### src/rtl/linear_blend_skinning_assert.svh
// Assertion macros for the skinning RTL, included by lbs_back
`ifndef LINEAR_BLEND_SKINNING_ASSERT_SVH
`define LINEAR_BLEND_SKINNING_ASSERT_SVH

// Same-cycle implication, checked outside reset
`define LBS_ASSERT_IMPL(label, clk, rst, ante, cons) \
   label: assert property (@(posedge clk) disable iff (rst) (ante) |-> (cons)) \
      else $error("lbs assertion failed");

// Next-cycle implication, checked outside reset
`define LBS_ASSERT_NEXT(label, clk, rst, ante, cons) \
   label: assert property (@(posedge clk) disable iff (rst) (ante) |=> (cons)) \
      else $error("lbs assertion failed");

`endif

### src/rtl/lbs_pkg.sv
// Shared types, constants and helpers for the skinning block
`default_nettype none

package lbs_pkg;

   localparam int WT_W   = 24;
   localparam int ACC_W  = 56;
   localparam int OPA_W  = 42;
   localparam int OPB_W  = 20;
   localparam int PROD_W = OPA_W + OPB_W;
   localparam int FRAC_Q = 14;

   // Request class decided at the front
   typedef enum logic [1:0] {
      KIND_LOAD  = 2'd0,
      KIND_APPLY = 2'd1,
      KIND_SKIP  = 2'd2
   } kind_type;

   // One queued request
   typedef struct packed {
      kind_type           kind;
      logic               last;
      logic [7:0]         bone;
      logic [15:0]        weight;
      logic signed [31:0] pos_x;
      logic signed [31:0] pos_y;
      logic signed [31:0] pos_z;
      logic signed [15:0] quat_x;
      logic signed [15:0] quat_y;
      logic signed [15:0] quat_z;
      logic signed [15:0] quat_w;
   } job_type;

   // Queue handshake between front and back
   typedef struct packed {
      logic    empty;
      job_type head;
   } queue_type;

   // Saturating signed 64-bit add
   function automatic logic [63:0] sat_add64(input logic [63:0] a, input logic [63:0] b);
      logic [64:0] s;
      s = {a[63], a} + {b[63], b};
      if (s[64] != s[63]) begin
         return s[64] ? {1'b1, 63'd0} : {1'b0, {63{1'b1}}};
      end
      return s[63:0];
   endfunction

endpackage

`default_nettype wire

### src/rtl/lbs_front.sv
// Request intake: classify each request and hold it in a short queue
`default_nettype none

module lbs_front
   import lbs_pkg::*;
#(
   parameter int MAX_BONES = 64
) (
   input  wire logic        clock,
   input  wire logic        reset,
   input  wire logic [6:0]  bones_in_use,
   input  wire logic        push,
   output logic             full,
   input  wire job_type     req_job,
   input  wire logic        req_func,
   input  wire logic        req_last,
   input  wire logic        pop,
   output queue_type        queue
);

   localparam int DEPTH = 4;
   localparam int PW    = $clog2(DEPTH);

   job_type         slot_ff [DEPTH];
   logic [PW-1:0]   wr_ptr_ff, rd_ptr_ff;
   logic [PW:0]     count_ff, count_in;
   logic            in_range, active, keep, wr_en;
   job_type         entry;

   // Classify the incoming request
   always_comb begin
      in_range = {1'b0, req_job.bone} < 9'(MAX_BONES);
      active   = {1'b0, req_job.bone} < {2'b00, bones_in_use};
      entry    = req_job;
      entry.last = req_func & req_last;
      if (!req_func) begin
         entry.kind = in_range ? KIND_LOAD : KIND_SKIP;
      end else if (req_job.weight != 16'd0 && in_range && active) begin
         entry.kind = KIND_APPLY;
      end else begin
         entry.kind = KIND_SKIP;
      end
      // drop skips that close no point
      keep  = (entry.kind != KIND_SKIP) || entry.last;
      full  = (count_ff == (PW+1)'(DEPTH));
      wr_en = push && !full && keep;
   end

   // Advance pointers and fill count
   always_comb begin
      count_in = count_ff;
      if (wr_en && !pop) begin
         count_in = count_ff + 1'b1;
      end else if (!wr_en && pop) begin
         count_in = count_ff - 1'b1;
      end
   end

   always_ff @(posedge clock) begin
      if (reset) begin
         wr_ptr_ff <= '0;
         rd_ptr_ff <= '0;
         count_ff  <= '0;
      end else begin
         count_ff <= count_in;
         if (wr_en) begin
            wr_ptr_ff <= wr_ptr_ff + 1'b1;
         end
         if (pop) begin
            rd_ptr_ff <= rd_ptr_ff + 1'b1;
         end
      end
   end

   // Hold queued requests
   always_ff @(posedge clock) begin
      if (wr_en) begin
         slot_ff[wr_ptr_ff] <= entry;
      end
   end

   assign queue.empty = (count_ff == '0);
   assign queue.head  = slot_ff[rd_ptr_ff];

endmodule

`default_nettype wire

### config.mk
export PLATFORM = sky130hd
export DESIGN_NAME = lbs_front
export DESIGN_NICKNAME = d
export VERILOG_FILES = /design/src/rtl/linear_blend_skinning_assert.svh /design/src/rtl/lbs_pkg.sv /design/src/rtl/lbs_front.sv
export SDC_FILE = /design/constraint.sdc
export NUM_CORES = 1
export LEC_CHECK = 0
export ABC_AREA = 1
export ABC_CLOCK_PERIOD_IN_PS = 17450
export BUFFER_PORTS_ARGS = -buffer_cell sky130_fd_sc_hd__clkbuf_2
export CAP_MARGIN = 20
export CELL_PAD_IN_SITES_DETAIL_PLACEMENT = 0
export CELL_PAD_IN_SITES_GLOBAL_PLACEMENT = 2
export CORE_MARGIN = 2
export CORE_UTILIZATION = 25
export DETAILED_ROUTE_END_ITERATION = 10
export GPL_TIMING_DRIVEN = 0
export PLACE_DENSITY = 0.5
export SYNTH_ARGS = -nofsm -noshare
export SYNTH_HDL_FRONTEND = slang
export SYNTH_SLANG_ARGS = --single-unit
### constraint.sdc
create_clock -name clock -period 17.45 [get_ports clock]
set_clock_uncertainty 0.05 [all_clocks]
set_input_delay 1.745 -clock clock [delete_from_list [all_inputs] [get_ports clock]]
set_output_delay 1.745 -clock clock [all_outputs]
set_load 0.01 [all_outputs]
==> flow_summary_export.csv, run 1 <==
group,metric,value,unit
run_status,outcome,"completed",
sta,timing.slew.headroom,41.0,%
floorplanning,io_pins,389,
power,sequentialPowerShare,47.2,%
power,power.static_leakage,12.5,nW
logic_synthesis,syn_inst,1925,
worst_setup_path,crit_chain,"buf_4 -> inv_2 -> buf_2 -> buf_2 -> o21ai_1 -> o22ai_1 -> clkbuf_2",
logic_synthesis,synthesis.yosys.warnings,0,
routing,route.antenna.remaining_nets,0,
routing,routed_wire_length_per_instance,22.9,um
hold_path,timing.hold.worst.start,"rd_ptr_ff[1]$_SDFFE_PP0P_",
grt,grt.overflow.total,0,
layout,layout.cells.most_common,"edfxtp_1",
worst_setup_path,worst-setup-path-type,"reg2out",
layout,synthToLayoutAreaGrowth,27.0,%
clock_tree,tritoncts_num_sinks,757,
routing,drt-initial-drc-count,1193,
clock_tree,total_of_hold_buffers_inserted_after_clock_tree_synthesis,0,
floorplanning,chipWidth,340,um
routing,routed-via-count,18000,
grt,grt_start_max_net_pins,25,
power,pwr_density_cell,123,mW/mm^2
floorplanning,std_cell_rows,123,
flow_run,maxCapViolations,0,
power,power.combinational.fraction,10.0,%
power,ir_drop,0.0000829,V
grt,antenna_found_initial,17,
floorplanning,fp.dieArea,0.116,sq mm
worst_setup_path,crit_path_frequent_cell,"buf_2",
clock_tree,buffer_depth_of_the_longest_clock_path,3,
worst_setup_path,critPathLaunchType,"register",
clock_tree,numCtsBuffers,91,
sta,period_share,26.5,%
logic_synthesis,netlist_area,0.0283,sq mm
sta,timing_max_transition_violations_final,0,
place,globalplace.congestion,0.707,
clock_tree,clk_transition_reported_paths,0.05,ns
sta,postLayoutSetupSlackWorst,12.83,ns
clock_tree,cts.repair_timing.setup_buffer_count,0,
sta,report.final.setup_viol,0,
place,io_buffers,385,
worst_setup_path,max_stage_delay,0.44,ns
logic_synthesis,synth.avg_cell_area,14.7,sq um
sta,period_minus_slack,4.62,ns
hold_path,timing.hold.worst.class,"reg2reg",
layout,fillCellCount,11200,
power,cellInternalPower,0.00334,W
logic_synthesis,synth_seq_area_share,80.0,%
power,clockPowerShare,42.8,%
place,place.detailed.instances,3847,
floorplanning,floorplan.initialDensity,25.2,%
worst_setup_path,crit_path_top_delay_cell,"buf_2",
layout,instances_no_fill,4020,
logic_synthesis,synth-seq-cells,757,
layout,fin_nets,2652,
sta,fmax,0.216,GHz
logic_synthesis,netlist-cell-type-count,28,
power,net-switching-power,0.00107,W
clock_tree,number_of_h_tree_levels,3,
worst_setup_path,regToRegSetupSlack,14.61,ns
routing,drt_pass1_iterations,5,
clock_tree,clock_tree.root_cell,"clkbuf_16",
layout,most-common-layout-cells,"edfxtp_1 (748), clkbuf_2 (397), nor2_1 (396)",
layout,layout_utilization,32.0,%
worst_setup_path,r2r-start,"count_ff[0]$_SDFFE_PP0P_",
clock_tree,cts_tree,"done",
worst_setup_path,critPathRequiredTime,15.65,ns
clock_tree,clock_latency_on_the_worst_skew_pair,0.66,ns
routing,remaining_routing_drc_violations,0,
grt,gr-usage-all-layers,15.5,%
hold_path,hold-path-cell-count,1,
worst_setup_path,timing.critical_path.fanout_max,10,
layout,proportion_of_layout_cells_with_a_drive_suffix_above_1,25.9,%
sta,worst_pin_slew,0.882,ns
logic_synthesis,synth_nets,2137,
grt,global_route_wire_length_before_repair,131,mm
place,dp.final_hpwl,60.3,mm
power,sw_frac_of_total,24.3,%
worst_setup_path,worst_ep_arrival_time,2.83,ns
worst_setup_path,worst_setup_path_end_kind,"output port",
worst_setup_path,timing.rr.end,"slot_ff[0][115]$_DFFE_PP_",
place,place_ws,12.44,ns
grt,first_global_vias,18500,
hold_path,min_to,"rd_ptr_ff[1]$_SDFFE_PP0P_",
sta,hold_violations,0,
routing,routed_via_density,4.47,
clock_tree,cts-resized-gates,0,
worst_setup_path,r2r_cells,8,
routing,routed_wirelength,91.9,mm
floorplanning,core_region_area,0.112,sq mm
sta,unrepaired_setup_endpoints_after_global_routing,"no",
floorplanning,die-height,340,um
## kinds of logic (layout without fill, tap and decap cells)
logic type / Yosys count / in the layout / synth area share, %
compound gates: 571 / 571 / 11.0
xor+xnor: 1 / 1 / 0.0310
fa+ha+maj: 12 / 12 / 0.557
buf+inv: 153 / 744 / 2.63
flops: 757 / 757 / 80.0
other cells: 0 / 4 / 0
simple gates: 431 / 431 / 5.80
## through the flow
step,total power (W),TNS (ns),hold WS [ns],area (sq um)
final,0.00441,0,0.397,35900
after CTS,0.00449,0,0.398,35900
after floorplan,0.00234,0,0.362,28300
after global placement,0.00259,-2359.74,0.374,32100
after global routing,0.00459,0,0.430,35900
after detailed placement,0.00258,0,0.390,32900
## state kept, by name (all words and copies together), names as in the netlist, named ones only
register and cells:
slot_ff 748, count_ff 3, rd_ptr_ff 2, wr_ptr_ff 2
## Yosys cell counts
library cell / count / area share (%)
a21boi_0: 1 / 0.027
a21oi_1: 4 / 0.071
a21oi_2: 1 / 0.031
and3_1: 1 / 0.022
buf_2: 58 / 1.0
buf_4: 17 / 0.45
buf_6: 2 / 0.080
clkbuf_1: 34 / 0.45
clkbuf_2: 12 / 0.21
dfxtp_1: 9 / 0.64
edfxtp_1: 748 / 79
fa_1: 1 / 0.071
ha_1: 11 / 0.49
inv_1: 27 / 0.36
inv_2: 2 / 0.027
inv_4: 1 / 0.022
nand2_1: 23 / 0.31
nand2_2: 1 / 0.022
nand3_1: 1 / 0.018
nand3_2: 1 / 0.035
nor2_1: 400 / 5.3
nor3_1: 2 / 0.035
nor3_2: 1 / 0.035
o21ai_0: 205 / 3.6
o21ai_1: 173 / 3.1
o22ai_1: 187 / 4.1
or3_1: 1 / 0.022
xor2_1: 1 / 0.031
## power by group through the flow
stage	Sequential [W]	Clock (W)	Combinational, W
after CTS	0.00208	0.00195	0.000458
after detailed placement	0.00212	0	0.000457
after global placement	0.00216	0	0.000430
after global routing	0.00209	0.00202	0.000487
after floorplan	0.00214	0	0.000202
final	0.00208	0.00189	0.000442
## critical path: cells and delay by family (launching register included)
family	cells	cell delay [ns]
buffers and inverters	5	1.49
AO/OA/AOI/OAI	2	0.36
flip-flops	1	0.29
## cell type report
| class | instances | area (sq um) | area share [%] |
|---|---|---|---|
| diodes | 4 | 10.0 | 0.0279 |
| plain buffers | 123 | 628 | 1.75 |
| clock buffers | 113 | 2460 | 6.86 |
| clock inverters | 56 | 536 | 1.49 |
| inverters | 30 | 115 | 0.320 |
| multi-input cells | 1015 | 4940 | 13.7 |
| flip-flops and latches | 757 | 22600 | 63.0 |
| well taps | 1500 | 1880 | 5.22 |
| repair buffers | 422 | 2720 | 7.57 |
## worst max-delay path by stage
stage | endpoint
after CTS | queue[139]
after detailed placement | slot_ff[0][118]$_DFFE_PP_
after floorplan | slot_ff[0][0]$_DFFE_PP_
after global placement | slot_ff[0][80]$_DFFE_PP_
final | queue[139]
after global routing | queue[139]
## layer usage
metal / routed length (um) / vias up / track usage [%]
met5: 150 / - / 0
met4: 1670 / 24 / 4.37
met3: 6470 / 122 / 4.39
met2: 43500 / 509 / 24.8
met1: 40100 / 8981 / 20.4
li1: - / 8346 / -
Power figures use the tool's default switching activity.
==> run 2: changes to the inputs <==
--- a/config.mk
+++ b/config.mk
@@ -6,7 +6,7 @@
 export NUM_CORES = 1
 export LEC_CHECK = 0
 export ABC_AREA = 1
-export ABC_CLOCK_PERIOD_IN_PS = 17450
+export ABC_CLOCK_PERIOD_IN_PS = 3750
 export BUFFER_PORTS_ARGS = -buffer_cell sky130_fd_sc_hd__clkbuf_2
 export CAP_MARGIN = 20
 export CELL_PAD_IN_SITES_DETAIL_PLACEMENT = 0
@@ -15,7 +15,7 @@
 export CORE_UTILIZATION = 25
 export DETAILED_ROUTE_END_ITERATION = 10
 export GPL_TIMING_DRIVEN = 0
-export PLACE_DENSITY = 0.5
+export PLACE_DENSITY = 0.52
 export SYNTH_ARGS = -nofsm -noshare
 export SYNTH_HDL_FRONTEND = slang
 export SYNTH_SLANG_ARGS = --single-unit
==> constraint.sdc (replaced) <==
create_clock -name clock -period 3.75 [get_ports clock]
set_clock_uncertainty 0.05 [all_clocks]
set_input_delay 0.375 -clock clock [delete_from_list [all_inputs] [get_ports clock]]
set_output_delay 0.375 -clock clock [all_outputs]
set_load 0.01 [all_outputs]
==> flow_summary_export.csv, run 2 (synthesized netlist as in run 1, its figures left out) <==
group,metric,value,unit
floorplanning,core_region_area,0.112,sq mm
layout,most-common-layout-cells,"edfxtp_1 (748), clkbuf_2 (397), nor2_1 (396)",
grt,grt.overflow.total,0,
power,power.static_leakage,13.1,nW
layout,regMostFlops,"slot_ff",
layout,largest_register_ffs,748,
power,totalPowerFinal,0.0200,W
place,place.detailed.instances,3847,
routing,remaining_routing_drc_violations,0,
flow_run,maxCapViolations,0,
place,dp.final_hpwl,58.6,mm
clock_tree,clock_latency_on_the_worst_skew_pair,0.65,ns
sta,report.final.setup_viol,0,
power,pwr_density_cell,533,mW/mm^2
routing,drt-initial-drc-count,1110,
grt,first_global_vias,19300,
routing,routed_via_density,4.47,
sta,fmax,0.298,GHz
worst_setup_path,timing.critical_path.fanout_max,22,
sta,timing_max_transition_violations_final,0,
routing,route.antenna.remaining_nets,0,
floorplanning,io_pins,389,
sta,timing.slew.headroom,52.7,%
floorplanning,chipWidth,340,um
layout,layout_utilization,33.4,%
clock_tree,cts-resized-gates,0,
grt,grt_start_max_net_pins,26,
floorplanning,floorplan.initialDensity,25.2,%
layout,biggestRegsByFlops,"slot_ff (748), count_ff (3)",
floorplanning,std_cell_rows,123,
run_status,outcome,"completed",
clock_tree,number_of_h_tree_levels,3,
clock_tree,cts_tree,"done",
worst_setup_path,critPathRequiredTime,4.04,ns
sta,fin_setup_tns,0,ns
layout,instances_no_fill,4197,
routing,routed_wire_length_per_instance,21.7,um
sta,period_share,89.6,%
clock_tree,clock_tree.root_cell,"clkbuf_16",
layout,fin_nets,2836,
sta,worst_pin_slew,0.708,ns
layout,fillCellCount,11100,
routing,routed-via-count,18800,
grt,antenna_found_initial,11,
place,io_buffers,385,
layout,synthToLayoutAreaGrowth,32.8,%
clock_tree,tritoncts_num_sinks,757,
worst_setup_path,worst_ep_arrival_time,3.65,ns
place,globalplace.congestion,0.725,
floorplanning,fp.dieArea,0.116,sq mm
routing,drt_pass1_iterations,7,
clock_tree,clk_transition_reported_paths,0.06,ns
floorplanning,die-height,340,um
hold_path,timing.hold.worst.class,"in2reg",
layout,layout.cells.most_common,"edfxtp_1",
worst_setup_path,critPathLaunchType,"input pin",
place,place_ws,0.232,ns
sta,unrepaired_setup_endpoints_after_global_routing,"no",
grt,global_route_wire_length_before_repair,131,mm
clock_tree,buffer_depth_of_the_longest_clock_path,3,
sta,postLayoutSetupSlackWorst,0.390,ns
power,ir_drop,0.000313,V
routing,routed_wirelength,90.9,mm
worst_setup_path,worst-setup-path-type,"in2reg",
layout,proportion_of_layout_cells_with_a_drive_suffix_above_1,23.8,%
worst_setup_path,worst_setup_path_end_kind,"register",
sta,hold_violations,0,
clock_tree,numCtsBuffers,89,
grt,gr-usage-all-layers,15.4,%
sta,period_minus_slack,3.36,ns
## run 2: cell count changes in the layout (fill, tap and decap cells not counted), sizes merged
cell | before | now
clkinvlp | 1 | 3
bufinv | 9 | 5
inv | 33 | 34
dlygate4sd3 | 0 | 186
diode | 4 | 5
clkinv | 43 | 36
clkbuf | 544 | 542
## run 2: layout make-up
cell class,instances,area (sq um),share of cell area (%)
Sequential cell,757,22600,60.3
Multi-Input combinational cell,1015,4970,13.2
Timing Repair Buffer,608,4600,12.3
Clock buffer,111,2330,6.20
Tap cell,1500,1880,4.99
Buffer,123,628,1.67
Clock inverter,48,394,1.05
Inverter,30,120,0.320
Antenna cell,5,12.5,0.0333
## run 2: path summary, 6_finish.rpt
| check | slack, ns | cells after the start | endpoint | from |
|---|---|---|---|---|
| min reg2reg | 0.41 | 1 | register | rd_ptr_ff[1]$_SDFFE_PP0P_ |
| max | 0.39 | 15 | slot_ff[0][125]$_DFFE_PP_ | req_job[182] |
| max reg2reg | 0.92 | 8 | slot_ff[0][125]$_DFFE_PP_ | count_ff[0]$_SDFFE_PP0P_ |
| min | 0.09 | 3 | slot_ff[0][185]$_DFFE_PP_ | req_func |
## run 2: timing repair
| action | CTS | global route |
|---|---|---|
| hold buffers | 186 | 0 |
| endpoints found under the hold margin | 739 | 0 |
| setup buffers | 0 | 0 |
## run 2: critical path: stages
cell and delay, ns:
dlygate4sd3_1 0.58, clkbuf_2 0.24, ha_4 0.23, inv_1 0.04, nor2_1 0.04, and3_1 0.14
nand2_1 0.12, nand2_1 0.10, nand3_2 0.12, nand2_4 0.13, nor2_4 0.53, buf_12 0.27
buf_12 0.22, buf_12 0.23, buf_12 0.22
## run 2: metrics by stage
step                hold slack (ns)  cell area, sq um
floorplan                     0.362             28400
global placement              0.383             32200
detailed placement            0.397             33000
CTS                          0.0167             37600
global route                 0.0836             37600
finish                       0.0852             37600
## run 2: power by group
part | leakage [nW] | internal, W | switching, W
Combinational | 4.93 | 0.000773 | 0.00145
Sequential | 6.86 | 0.00962 | 0.0000655
Clock | 1.32 | 0.00474 | 0.00339
## run 2: layer usage
metal	GRT usage [%]	part of all wire, %	vias up
li1	-	-	8699
met1	19.9	43	9383
met2	25.5	48	542
met3	3.69	6.4	135
met4	4.63	2.2	12
met5	0	0.075	-
